## src/sha_pkg.sv

```systemverilog
// SHA-256 shared types, constants and bit functions.
// Used by sha_round, the sha256_stream_hasher top level and its testbench. No dependencies.
package sha_pkg;

    typedef logic [31:0] word_t;
    typedef word_t [7:0] vars_t;   // index 0 is a / H0, index 7 is h / H7

    localparam vars_t H_INIT = {
        32'h5BE0CD19, 32'h1F83D9AB, 32'h9B05688C, 32'h510E527F,
        32'hA54FF53A, 32'h3C6EF372, 32'hBB67AE85, 32'h6A09E667
    };

    localparam word_t PAD_WORD = 32'h8000_0000;

    function automatic word_t rotr(input word_t x, input int unsigned n);
        rotr = (x >> n) | (x << (32 - n));
    endfunction

    function automatic word_t small_sigma0(input word_t x);
        small_sigma0 = rotr(x, 7) ^ rotr(x, 18) ^ (x >> 3);
    endfunction

    function automatic word_t small_sigma1(input word_t x);
        small_sigma1 = rotr(x, 17) ^ rotr(x, 19) ^ (x >> 10);
    endfunction

    function automatic word_t big_sigma0(input word_t x);
        big_sigma0 = rotr(x, 2) ^ rotr(x, 13) ^ rotr(x, 22);
    endfunction

    function automatic word_t big_sigma1(input word_t x);
        big_sigma1 = rotr(x, 6) ^ rotr(x, 11) ^ rotr(x, 25);
    endfunction

    function automatic word_t round_k(input logic [5:0] r);
        case (r)
            6'd0:  round_k = 32'h428A2F98;
            6'd1:  round_k = 32'h71374491;
            6'd2:  round_k = 32'hB5C0FBCF;
            6'd3:  round_k = 32'hE9B5DBA5;
            6'd4:  round_k = 32'h3956C25B;
            6'd5:  round_k = 32'h59F111F1;
            6'd6:  round_k = 32'h923F82A4;
            6'd7:  round_k = 32'hAB1C5ED5;
            6'd8:  round_k = 32'hD807AA98;
            6'd9:  round_k = 32'h12835B01;
            6'd10: round_k = 32'h243185BE;
            6'd11: round_k = 32'h550C7DC3;
            6'd12: round_k = 32'h72BE5D74;
            6'd13: round_k = 32'h80DEB1FE;
            6'd14: round_k = 32'h9BDC06A7;
            6'd15: round_k = 32'hC19BF174;
            6'd16: round_k = 32'hE49B69C1;
            6'd17: round_k = 32'hEFBE4786;
            6'd18: round_k = 32'h0FC19DC6;
            6'd19: round_k = 32'h240CA1CC;
            6'd20: round_k = 32'h2DE92C6F;
            6'd21: round_k = 32'h4A7484AA;
            6'd22: round_k = 32'h5CB0A9DC;
            6'd23: round_k = 32'h76F988DA;
            6'd24: round_k = 32'h983E5152;
            6'd25: round_k = 32'hA831C66D;
            6'd26: round_k = 32'hB00327C8;
            6'd27: round_k = 32'hBF597FC7;
            6'd28: round_k = 32'hC6E00BF3;
            6'd29: round_k = 32'hD5A79147;
            6'd30: round_k = 32'h06CA6351;
            6'd31: round_k = 32'h14292967;
            6'd32: round_k = 32'h27B70A85;
            6'd33: round_k = 32'h2E1B2138;
            6'd34: round_k = 32'h4D2C6DFC;
            6'd35: round_k = 32'h53380D13;
            6'd36: round_k = 32'h650A7354;
            6'd37: round_k = 32'h766A0ABB;
            6'd38: round_k = 32'h81C2C92E;
            6'd39: round_k = 32'h92722C85;
            6'd40: round_k = 32'hA2BFE8A1;
            6'd41: round_k = 32'hA81A664B;
            6'd42: round_k = 32'hC24B8B70;
            6'd43: round_k = 32'hC76C51A3;
            6'd44: round_k = 32'hD192E819;
            6'd45: round_k = 32'hD6990624;
            6'd46: round_k = 32'hF40E3585;
            6'd47: round_k = 32'h106AA070;
            6'd48: round_k = 32'h19A4C116;
            6'd49: round_k = 32'h1E376C08;
            6'd50: round_k = 32'h2748774C;
            6'd51: round_k = 32'h34B0BCB5;
            6'd52: round_k = 32'h391C0CB3;
            6'd53: round_k = 32'h4ED8AA4A;
            6'd54: round_k = 32'h5B9CCA4F;
            6'd55: round_k = 32'h682E6FF3;
            6'd56: round_k = 32'h748F82EE;
            6'd57: round_k = 32'h78A5636F;
            6'd58: round_k = 32'h84C87814;
            6'd59: round_k = 32'h8CC70208;
            6'd60: round_k = 32'h90BEFFFA;
            6'd61: round_k = 32'hA4506CEB;
            6'd62: round_k = 32'hBEF9A3F7;
            default: round_k = 32'hC67178F2;
        endcase
    endfunction

endpackage

```

## src/sha_in_if.sv

```systemverilog
// Input channel of the SHA-256 hasher: one message word per handshake.
// Depends on nothing.
interface sha_in_if;
    logic        valid;
    logic        ready;
    logic [31:0] data_word;
    logic [2:0]  valid_bytes;
    logic        end_of_message;

    modport source (output valid, data_word, valid_bytes, end_of_message, input ready);
    modport sink   (input valid, data_word, valid_bytes, end_of_message, output ready);
endinterface

```

## src/sha_out_if.sv

```systemverilog
// Output channel of the SHA-256 hasher: one digest word per handshake.
// Depends on nothing.
interface sha_out_if;
    logic        valid;
    logic        ready;
    logic [31:0] digest_word;
    logic [2:0]  word_index;
    logic        digest_done;

    modport source (output valid, digest_word, word_index, digest_done, input ready);
    modport sink   (input valid, digest_word, word_index, digest_done, output ready);
endinterface

```

## src/sha_round.sv

```systemverilog
// One SHA-256 round plus the next message schedule word, combinational.
// Depends on sha_pkg.
module sha_round
    import sha_pkg::*;
(
    input  vars_t vars,
    input  word_t k,
    input  word_t w0,
    input  word_t w1,
    input  word_t w9,
    input  word_t w14,
    output vars_t vars_new,
    output word_t w_new
);

    word_t t1;
    word_t t2;
    word_t ch;
    word_t maj;

    always_comb
    begin
        ch  = (vars[4] & vars[5]) ^ (~vars[4] & vars[6]);
        maj = (vars[0] & vars[1]) ^ (vars[0] & vars[2]) ^ (vars[1] & vars[2]);
        t1  = vars[7] + big_sigma1(vars[4]) + ch + k + w0;
        t2  = big_sigma0(vars[0]) + maj;

        vars_new[7] = vars[6];
        vars_new[6] = vars[5];
        vars_new[5] = vars[4];
        vars_new[4] = vars[3] + t1;
        vars_new[3] = vars[2];
        vars_new[2] = vars[1];
        vars_new[1] = vars[0];
        vars_new[0] = t1 + t2;

        // W[r+16], shifted in behind the window
        w_new = small_sigma1(w14) + w9 + small_sigma0(w1) + w0;
    end

endmodule

```

## src/sha256_stream_hasher.sv

```systemverilog
// SHA-256 stream hasher top level: word intake, padding sequencer, round loop.
// Depends on sha_pkg, sha_in_if, sha_out_if and sha_round.
//
// A message word is taken in any cycle in which the input is ready. The word
// that completes a 16-word block starts a compression with the input not
// ready: 64 rounds through the single round unit, one round per cycle, then
// the hash update. The end-of-message word starts the padding sequence, which
// pushes one padding word per cycle up to the length words and runs one or two
// compressions; the eight digest words then go out one per accepted handshake,
// H0 first. The input is not ready during a compression, and from the
// end-of-message word until the last digest word has been taken.
module sha256_stream_hasher
    import sha_pkg::*;
(
    input  logic         clk,
    input  logic         rst_n,
    sha_in_if.sink       msg,
    sha_out_if.source    digest
);

    localparam logic [2:0] ST_IDLE  = 3'd0;
    localparam logic [2:0] ST_TAIL  = 3'd1;
    localparam logic [2:0] ST_ROUND = 3'd2;
    localparam logic [2:0] ST_HADD  = 3'd3;
    localparam logic [2:0] ST_OUT   = 3'd4;

    // padding progress
    localparam logic [2:0] TL_NONE = 3'd0;
    localparam logic [2:0] TL_PAD  = 3'd1;
    localparam logic [2:0] TL_FILL = 3'd2;
    localparam logic [2:0] TL_LEN  = 3'd3;
    localparam logic [2:0] TL_DONE = 3'd4;

    logic [2:0]  state_reg, state_next;
    logic [2:0]  tail_reg, tail_next;
    logic [3:0]  fill_reg, fill_next;
    logic [5:0]  rnd_reg, rnd_next;
    logic [2:0]  idx_reg, idx_next;
    logic [63:0] count_reg, count_next;
    vars_t       hash_reg, hash_next;
    vars_t       vars_reg;
    word_t       sched_reg [16];

    logic        push_en;
    word_t       push_word;
    logic [2:0]  vb_clamp;
    word_t       pad_word;
    logic [63:0] bit_len;
    vars_t       vars_rnd;
    word_t       w_new;

    function automatic logic [2:0] dispatch(input logic [2:0] tail);
        unique case (tail)
            TL_NONE: dispatch = ST_IDLE;
            TL_DONE: dispatch = ST_OUT;
            default: dispatch = ST_TAIL;
        endcase
    endfunction

    sha_round u_round (
        .vars     (vars_reg),
        .k        (round_k(rnd_reg)),
        .w0       (sched_reg[0]),
        .w1       (sched_reg[1]),
        .w9       (sched_reg[9]),
        .w14      (sched_reg[14]),
        .vars_new (vars_rnd),
        .w_new    (w_new)
    );

    assign msg.ready          = (state_reg == ST_IDLE);
    assign digest.valid       = (state_reg == ST_OUT);
    assign digest.digest_word = hash_reg[idx_reg];
    assign digest.word_index  = idx_reg;
    assign digest.digest_done = (idx_reg == 3'd7);

    assign bit_len  = {count_reg[60:0], 3'b000};
    assign vb_clamp = (msg.valid_bytes > 3'd4) ? 3'd4 : msg.valid_bytes;

    always_comb
    begin
        case (vb_clamp)
            3'd1:    pad_word = {msg.data_word[31:24], 24'h80_0000};
            3'd2:    pad_word = {msg.data_word[31:16], 16'h8000};
            3'd3:    pad_word = {msg.data_word[31:8], 8'h80};
            default: pad_word = PAD_WORD;
        endcase
    end

    always_comb
    begin
        state_next = state_reg;
        tail_next  = tail_reg;
        fill_next  = fill_reg;
        rnd_next   = rnd_reg;
        idx_next   = idx_reg;
        count_next = count_reg;
        hash_next  = hash_reg;
        push_en    = 1'b0;
        push_word  = '0;

        unique case (state_reg)
            ST_IDLE:
            begin
                if (msg.valid)
                begin
                    push_en = 1'b1;
                    if (!msg.end_of_message)
                    begin
                        push_word  = msg.data_word;
                        count_next = count_reg + 64'd4;
                        tail_next  = TL_NONE;
                    end
                    else if (vb_clamp == 3'd4)
                    begin
                        push_word  = msg.data_word;
                        count_next = count_reg + 64'd4;
                        tail_next  = TL_PAD;
                    end
                    else
                    begin
                        push_word  = pad_word;
                        count_next = count_reg + {61'd0, vb_clamp};
                        tail_next  = TL_FILL;
                    end
                end
            end
            ST_TAIL:
            begin
                push_en = 1'b1;
                case (tail_reg)
                    TL_PAD:
                    begin
                        push_word = PAD_WORD;
                        tail_next = TL_FILL;
                    end
                    TL_FILL:
                    begin
                        if (fill_reg == 4'd14)
                        begin
                            push_word = bit_len[63:32];
                            tail_next = TL_LEN;
                        end
                        else
                        begin
                            push_word = '0;
                        end
                    end
                    default:
                    begin
                        push_word = bit_len[31:0];
                        tail_next = TL_DONE;
                    end
                endcase
            end
            ST_ROUND:
            begin
                rnd_next = rnd_reg + 6'd1;
                if (rnd_reg == 6'd63)
                begin
                    state_next = ST_HADD;
                end
            end
            ST_HADD:
            begin
                for (int i = 0; i < 8; i++)
                begin
                    hash_next[i] = hash_reg[i] + vars_reg[i];
                end
                state_next = dispatch(tail_reg);
            end
            ST_OUT:
            begin
                if (digest.ready)
                begin
                    idx_next = idx_reg + 3'd1;
                    if (idx_reg == 3'd7)
                    begin
                        hash_next  = H_INIT;
                        count_next = '0;
                        fill_next  = '0;
                        tail_next  = TL_NONE;
                        state_next = ST_IDLE;
                    end
                end
            end
            default:
            begin
                state_next = ST_IDLE;
            end
        endcase

        if (push_en)
        begin
            fill_next = fill_reg + 4'd1;
            if (fill_reg == 4'd15)
            begin
                state_next = ST_ROUND;
                rnd_next   = '0;
            end
            else
            begin
                state_next = dispatch(tail_next);
            end
        end
    end

    always_ff @(posedge clk or negedge rst_n)
    begin
        if (!rst_n)
        begin
            state_reg <= ST_IDLE;
            tail_reg  <= TL_NONE;
            fill_reg  <= '0;
            rnd_reg   <= '0;
            idx_reg   <= '0;
            count_reg <= '0;
            hash_reg  <= H_INIT;
        end
        else
        begin
            state_reg <= state_next;
            tail_reg  <= tail_next;
            fill_reg  <= fill_next;
            rnd_reg   <= rnd_next;
            idx_reg   <= idx_next;
            count_reg <= count_next;
            hash_reg  <= hash_next;
        end
    end

    // schedule window: slot 0 holds the word of the current round
    always_ff @(posedge clk)
    begin
        if (push_en || state_reg == ST_ROUND)
        begin
            for (int i = 0; i < 15; i++)
            begin
                sched_reg[i] <= sched_reg[i + 1];
            end
            sched_reg[15] <= push_en ? push_word : w_new;
        end
    end

    always_ff @(posedge clk)
    begin
        if (push_en && fill_reg == 4'd15)
        begin
            vars_reg <= hash_reg;
        end
        else if (state_reg == ST_ROUND)
        begin
            vars_reg <= vars_rnd;
        end
    end

endmodule

```

## src/flat_wrapper.sv

```systemverilog
// flat-port wrapper written by rule: the top's interface ports become plain ports
module sha256_stream_hasher_flat import sha_pkg::*;
  (clk, rst_n, msg_valid, msg_data_word, msg_valid_bytes, msg_end_of_message, msg_ready, digest_valid, digest_digest_word, digest_word_index, digest_digest_done, digest_ready);
  sha_in_if msg_i ();
  sha_out_if digest_i ();
  input  logic clk;
  input  logic rst_n;
  input wire logic [$bits(msg_i.valid)-1:0] msg_valid;
  input wire logic [$bits(msg_i.data_word)-1:0] msg_data_word;
  input wire logic [$bits(msg_i.valid_bytes)-1:0] msg_valid_bytes;
  input wire logic [$bits(msg_i.end_of_message)-1:0] msg_end_of_message;
  output wire logic [$bits(msg_i.ready)-1:0] msg_ready;
  output wire logic [$bits(digest_i.valid)-1:0] digest_valid;
  output wire logic [$bits(digest_i.digest_word)-1:0] digest_digest_word;
  output wire logic [$bits(digest_i.word_index)-1:0] digest_word_index;
  output wire logic [$bits(digest_i.digest_done)-1:0] digest_digest_done;
  input wire logic [$bits(digest_i.ready)-1:0] digest_ready;
  assign msg_i.valid = msg_valid;
  assign msg_i.data_word = msg_data_word;
  assign msg_i.valid_bytes = msg_valid_bytes;
  assign msg_i.end_of_message = msg_end_of_message;
  assign msg_ready = msg_i.ready;
  assign digest_valid = digest_i.valid;
  assign digest_digest_word = digest_i.digest_word;
  assign digest_word_index = digest_i.word_index;
  assign digest_digest_done = digest_i.digest_done;
  assign digest_i.ready = digest_ready;
  sha256_stream_hasher u_core (.clk(clk), .rst_n(rst_n), .msg(msg_i), .digest(digest_i));
endmodule
```

## config.mk

```make
export PLATFORM = sky130hd
export DESIGN_NAME = sha256_stream_hasher_flat
export DESIGN_NICKNAME = d
export VERILOG_FILES = /design/src/sha_pkg.sv /design/src/sha_in_if.sv /design/src/sha_out_if.sv /design/src/sha_round.sv /design/src/sha256_stream_hasher.sv /design/src/flat_wrapper.sv
export SDC_FILE = /design/constraint.sdc
export NUM_CORES = 2
export LEC_CHECK = 0
export BUFFER_PORTS_ARGS = -buffer_cell sky130_fd_sc_hd__buf_2
export CAP_MARGIN = 15
export CORE_UTILIZATION = 55
export DETAILED_ROUTE_END_ITERATION = 16
export HOLD_SLACK_MARGIN = 0.12
export MAX_ROUTING_LAYER = met4
export PLACE_DENSITY = 0.69
export SLEW_MARGIN = 10
export SYNTH_ARGS = -nofsm -noshare
export SYNTH_HDL_FRONTEND = slang
export SYNTH_SLANG_ARGS = --single-unit
```

## constraint.sdc

```tcl
create_clock -name clk -period 24.8 [get_ports clk]
set_clock_uncertainty 0.1 [all_clocks]
set_input_delay 3.72 -clock clk [delete_from_list [all_inputs] [get_ports clk]]
set_output_delay 3.72 -clock clk [all_outputs]
set_load 0.01 [all_outputs]
```

### Word level (Yosys, flattened, before mapping)

Memories as Yosys holds them, arrays and structs flattened.
Index checks and enable logic that the tools add are counted.

* bits in registers: 595
* bits in writable memories: 512
* ROM bits: 2048
* memories: 2

Memory list
* (no name shown): words 64, width 32, read ports 1, clocked after memory_dff 0, wr ports 0, line sha_pkg.sv:36 `case (r)`
* u_core.sched_reg: words 16, width 32, read ports 16, clocked after memory_dff 0, wr ports 16, line sha256_stream_hasher.sv:42 `word_t sched_reg [16];`

* add/subtract/negate cells: 23
* order comparisons: 2
* equality and inequality tests: 23
* muxes and demuxes: 49
* bitwise gates (word level): 27
* reduce and logical (&&, ||, !) cells: 17

Operators with widths (count)
* 256-bit two-way mux: 4
* 32-bit adder: 18
* 256-bit one-hot mux with 2 select lines: 1
* 64-bit two-way mux: 5
* 32-bit XOR: 9
* 32-bit two-way mux: 6
* 32-bit bitwise AND: 5
* 32-bit one-hot mux with 2 select lines: 2
* 64-bit one-hot mux with 2 select lines: 1
* 32-bit binary-select mux with 3-bit select: 1
* 32-bit one-hot mux with 3 select lines: 1
* 64-bit by 3-bit adder with 64-bit output: 1
* 64-bit by 3-bit adder with 64-bit output (second input constant): 1
* 3-bit two-way mux: 11
* 32-bit NOT: 1
* 10-bit by 32-bit bitwise OR with 32-bit output: 1
* 13-bit by 32-bit bitwise OR with 32-bit output: 1
* 14-bit by 32-bit bitwise OR with 32-bit output: 1
* 15-bit by 32-bit bitwise OR with 32-bit output: 1
* 19-bit by 32-bit bitwise OR with 32-bit output: 1
* 21-bit by 32-bit bitwise OR with 32-bit output: 1
* 25-bit by 32-bit bitwise OR with 32-bit output: 1
* 26-bit by 32-bit bitwise OR with 32-bit output: 1
* 30-bit by 32-bit bitwise OR with 32-bit output: 1
* other kinds (32): 65

### Logic depth before layout (Yosys ltp)

* depth after elaboration: 11
* mapped depth: 43
* gate-level depth less buffers: 41

### By module

From an unflattened synthesis, not the netlist that was laid out.

* cell total of the unflattened synthesis: 7275
* area total of the unflattened synthesis: 73135.1 µm²

Modules (own cells, without submodules)
* sha256_stream_hasher: instances 1, cells an instance 5428, area each 57991.9 µm², sequential area each 31640.3 µm²
* sha_round: instances 1, cells an instance 1847, area each 15143.3 µm², sequential area each 0.0 µm²

### Least setup slack after synthesis

No wires, ideal clock.

* path type: in2reg
* start point: input port msg_valid
* end point: register u_core.state_reg[0]
* data arrival time: 16.116 ns
* required time: 24.631 ns
* slack: 8.516 ns
* cell stages on the path: 5
* cell sequence: and2_1 clkbuf_1 or3_1 o21bai_1 and4_1

* word-level cells in the longest chain between the ends: 6

RTL lines
* from (decl): line flat_wrapper.sv:8 `input wire logic [$bits(msg_i.valid)-1:0] msg_valid;`
* 3-bit two-way mux: line sha256_stream_hasher.sv:105 `if (msg.valid)`
* 3-bit one-hot mux with 3 select lines: line sha256_stream_hasher.sv:102 `unique case (state_reg)`
* 3-bit equality test / 3-bit zero test (equally long branches): line sha256_stream_hasher.sv:53 `unique case (tail)`
* 3-bit one-hot mux with 2 select lines: line sha256_stream_hasher.sv:53
* 3-bit two-way mux: line sha256_stream_hasher.sv:196 `if (fill_reg == 4'd15)`
* 3-bit two-way mux: line sha256_stream_hasher.sv:193 `if (push_en)`
* to (signal assigned): line sha256_stream_hasher.sv:222 `state_reg <= state_next;`
* to (decl): line sha256_stream_hasher.sv:34 `logic [2:0] state_reg, state_next;`

Parallel ways exist; a longest one is shown, timed or not.
A chain may end at the register's enable or synchronous reset.

### Worst setup path in the final report

* start point: register u_core.rnd_reg[1]
* end point: register u_core.vars_reg[159] (netlist bit), data pin

* word-level cells in the longest chain between the ends: 6

RTL lines
* from (decl): line sha256_stream_hasher.sv:37 `logic [5:0] rnd_reg, rnd_next;`
* from (signal assigned): line sha256_stream_hasher.sv:225 `rnd_reg <= rnd_next;`
* memory read 64 x 32 bit
* 32-bit adder (2 in series): line sha_round.sv:25 `t1 = vars[7] + big_sigma1(vars[4]) + ch + k + w0;`
* 32-bit adder: line sha_round.sv:31 `vars_new[4] = vars[3] + t1;`
* 256-bit two-way mux: line sha256_stream_hasher.sv:251 `else if (state_reg == ST_ROUND)`
* 256-bit two-way mux: line sha256_stream_hasher.sv:247 `if (push_en && fill_reg == 4'd15)`
* to (signal assigned): line sha256_stream_hasher.sv:249 `vars_reg <= hash_reg;`
* to (signal assigned): line sha256_stream_hasher.sv:253 `vars_reg <= vars_rnd;`
* to (decl): line sha256_stream_hasher.sv:41 `vars_t vars_reg;`

Every way passes these cells. The select of a mux whose other input is x is not followed.

==> impl_metrics.tcl <==
set metrics [dict create \
    drtIter0Drc 6286 \
    clock_latency_ns 0.80 \
    slew_violations 0 \
    drive_above_1_share_pct 9.45 \
    max_freq_ghz 0.0934 \
    setup-violations-final 0 \
    register_area_um2 31700 \
    vias 53600 \
    dieArea_um2 129000 \
    yosysSeqAreaShare_pct 45.1 \
    fin_setup_tns_ns 0 \
    synth_edf_count 768 \
    crit_slowest_cell "ha_1" \
    drc 0 \
    die_width_um 359 \
    status "completed" \
    largest_reg_flops 512 \
    cts_resized 0 \
    rsz0062_at_grt "false" \
    tightest_slew_ns 1.10 \
    viasPerCell 6.31 \
    critPathKind "reg -> reg" \
    synth-async-reset-ratio_pct 30.4 \
    routed_wl_um 220000 \
    grt_max_degree 202 \
    pre_cts_slack_ns 14.28 \
    synth.cell_area_um2 70100 \
    hp-class "reg -> reg" \
    synth_top_cells_by_area "edfxtp_1 33%, ha_1 7.2%, dfrtp_1 7.1%" \
    finalCritPeriodShare_pct 43.2 \
    synth.top_cell.area_share_pct 32.9 \
    crit_path_start_kind "flip-flop" \
    root_buffer "clkbuf_16" \
    slowest_delay_ns 0.93 \
    hold_viol 0 \
    firstDrtPassIters 6 \
    ys_warn_count 0 \
    cts_max_path_buffers 3 \
    cp-end-kind "flip-flop" \
    syn_inst 6785 \
    slew_headroom_pct 26.6 \
    ctsHoldBuffers 0 \
    grt_pass1_vias 51100 \
    core_um2 126000 \
    track_usage_pct 35.0 \
    dp_hpwl_um 163000 \
    final_cell_area_um2 76300 \
    ys_ff_latch 1104 \
    ys_types 95 \
    dpl_cell_area_um2 72100 \
    cp.arrival_ns 11.07 \
    final_nets 7377 \
    wl_per_cell_um 25.8 \
    synth_commonest_cells "930 x nand2_1, 768 x edfxtp_1, 505 x o21ai_0" \
    ant_nets 0 \
    avgSynthCellArea_um2 10.3 \
    htree_num_levels 3 \
    min_period_ns 10.71 \
    rows 130 \
    synth_fp_nets 7423 \
    ioPinCount 78 \
    start_util_pct 55.6 \
    layout_setup_ws_ns 14.09 \
    gp_congestion 0.993 \
    antenna_found_initial 4 \
    syn2layout_area_growth_pct 8.87 \
    grt_remaining_overflow 0 \
    path_clk_slew_ns 0.06 \
    synthMostInstantiatedCell "nand2_1" \
    postCtsSetupBuffers 0 \
    cts_tree "yes" \
    crit_required_ns 25.16 \
    numPortBuffers 77 \
    grt_pass1_wl_um 329000 \
    synth_top_area_cell "edfxtp_1" \
    whs_ns 0.244 \
    cap_violations 0 \
    numCtsBuffers 117 \
    multiInputGateArea_um2 36000 \
    cts.sinks 1104 \
    cp_max_fo 18 \
    synthFlopType "edfxtp_1" \
    die_y_um 359 \
    n_fill_cell 10400 \
]
kinds of logic after synthesis:
| logic type | synth area share (%) |
|---|---|
| AND/OR/NAND/NOR | 12.2 |
| AO/OA/AOI/OAI | 15.1 |
| flip-flops | 45.1 |
| buffers and inverters | 3.58 |
| XOR/XNOR | 7.65 |
| adder cells (fa/ha/maj) | 12.8 |
| multiplexers | 3.51 |
final cells by class:
class	instances	share of cell area [%]
antenna	2	0.00656
timing repair buffer	141	1.24
sequential	1104	41.5
clock inverter	71	1.36
multi-input combinational	5012	47.2
tap	1650	2.71
inverter	363	1.79
clock buffer	153	4.22
worst max-delay path, delay by kind of cell, from the launching register on:
family | cells | cell delay (ns)
AOI/OAI and AO/OA | 17 | 3.69
xor gates and xnor gates | 3 | 0.48
adders and majority gates | 7 | 3.43
buffers and inverters | 2 | 0.59
DFF | 1 | 0.72
and+or+nand+nor | 7 | 1.36
final timing paths:
kind / startpoint / end / slack [ns] / depth (start not counted)
hold / removal: u_core.sched_reg[1][248] / u_core.sched_reg[1][216] / 0.24 / 0
min in group asynchronous: rst_n / u_core.hash_reg[255] / 2.89 / 1
setup / recovery: u_core.rnd_reg[1] / u_core.vars_reg[159] / 14.09 / 36
setup reg to reg: u_core.rnd_reg[1] / u_core.vars_reg[159] / 14.09 / 36
max in group asynchronous: rst_n / u_core.hash_reg[7] / 19.32 / 3
hold reg to reg: u_core.sched_reg[1][248] / u_core.sched_reg[1][216] / 0.24 / 0
stage by stage:
step	cells	util, %
global route	8495	60.5
floorplan	6785	-
finish	8496	60.5
detailed placement	8270	57.2
CTS	8494	60.5
global placement	8269	57.1
layout by cell type (no fill, tap or decap), types with 158 or more instances in the layout:
cell / n
a21o_1: 184
a21oi_1: 489
dfrtp_1: 194
edfxtp_1: 768
fa_1: 196
ha_1: 402
inv_1: 360
nand2_1: 929
nand3_1: 158
nor2_1: 404
o21ai_0: 505
xnor2_1: 359
xor2_1: 253
per-layer routing:
layer  track usage [%]  wire (µm)
met4              13.1       8800
met1              50.6      95400
met2              49.1      93100
met5                 -          0
met3              6.11      22300
Power is not shown: default switching activity piles up to over one toggle a cycle in this logic, so the estimate is an artifact.
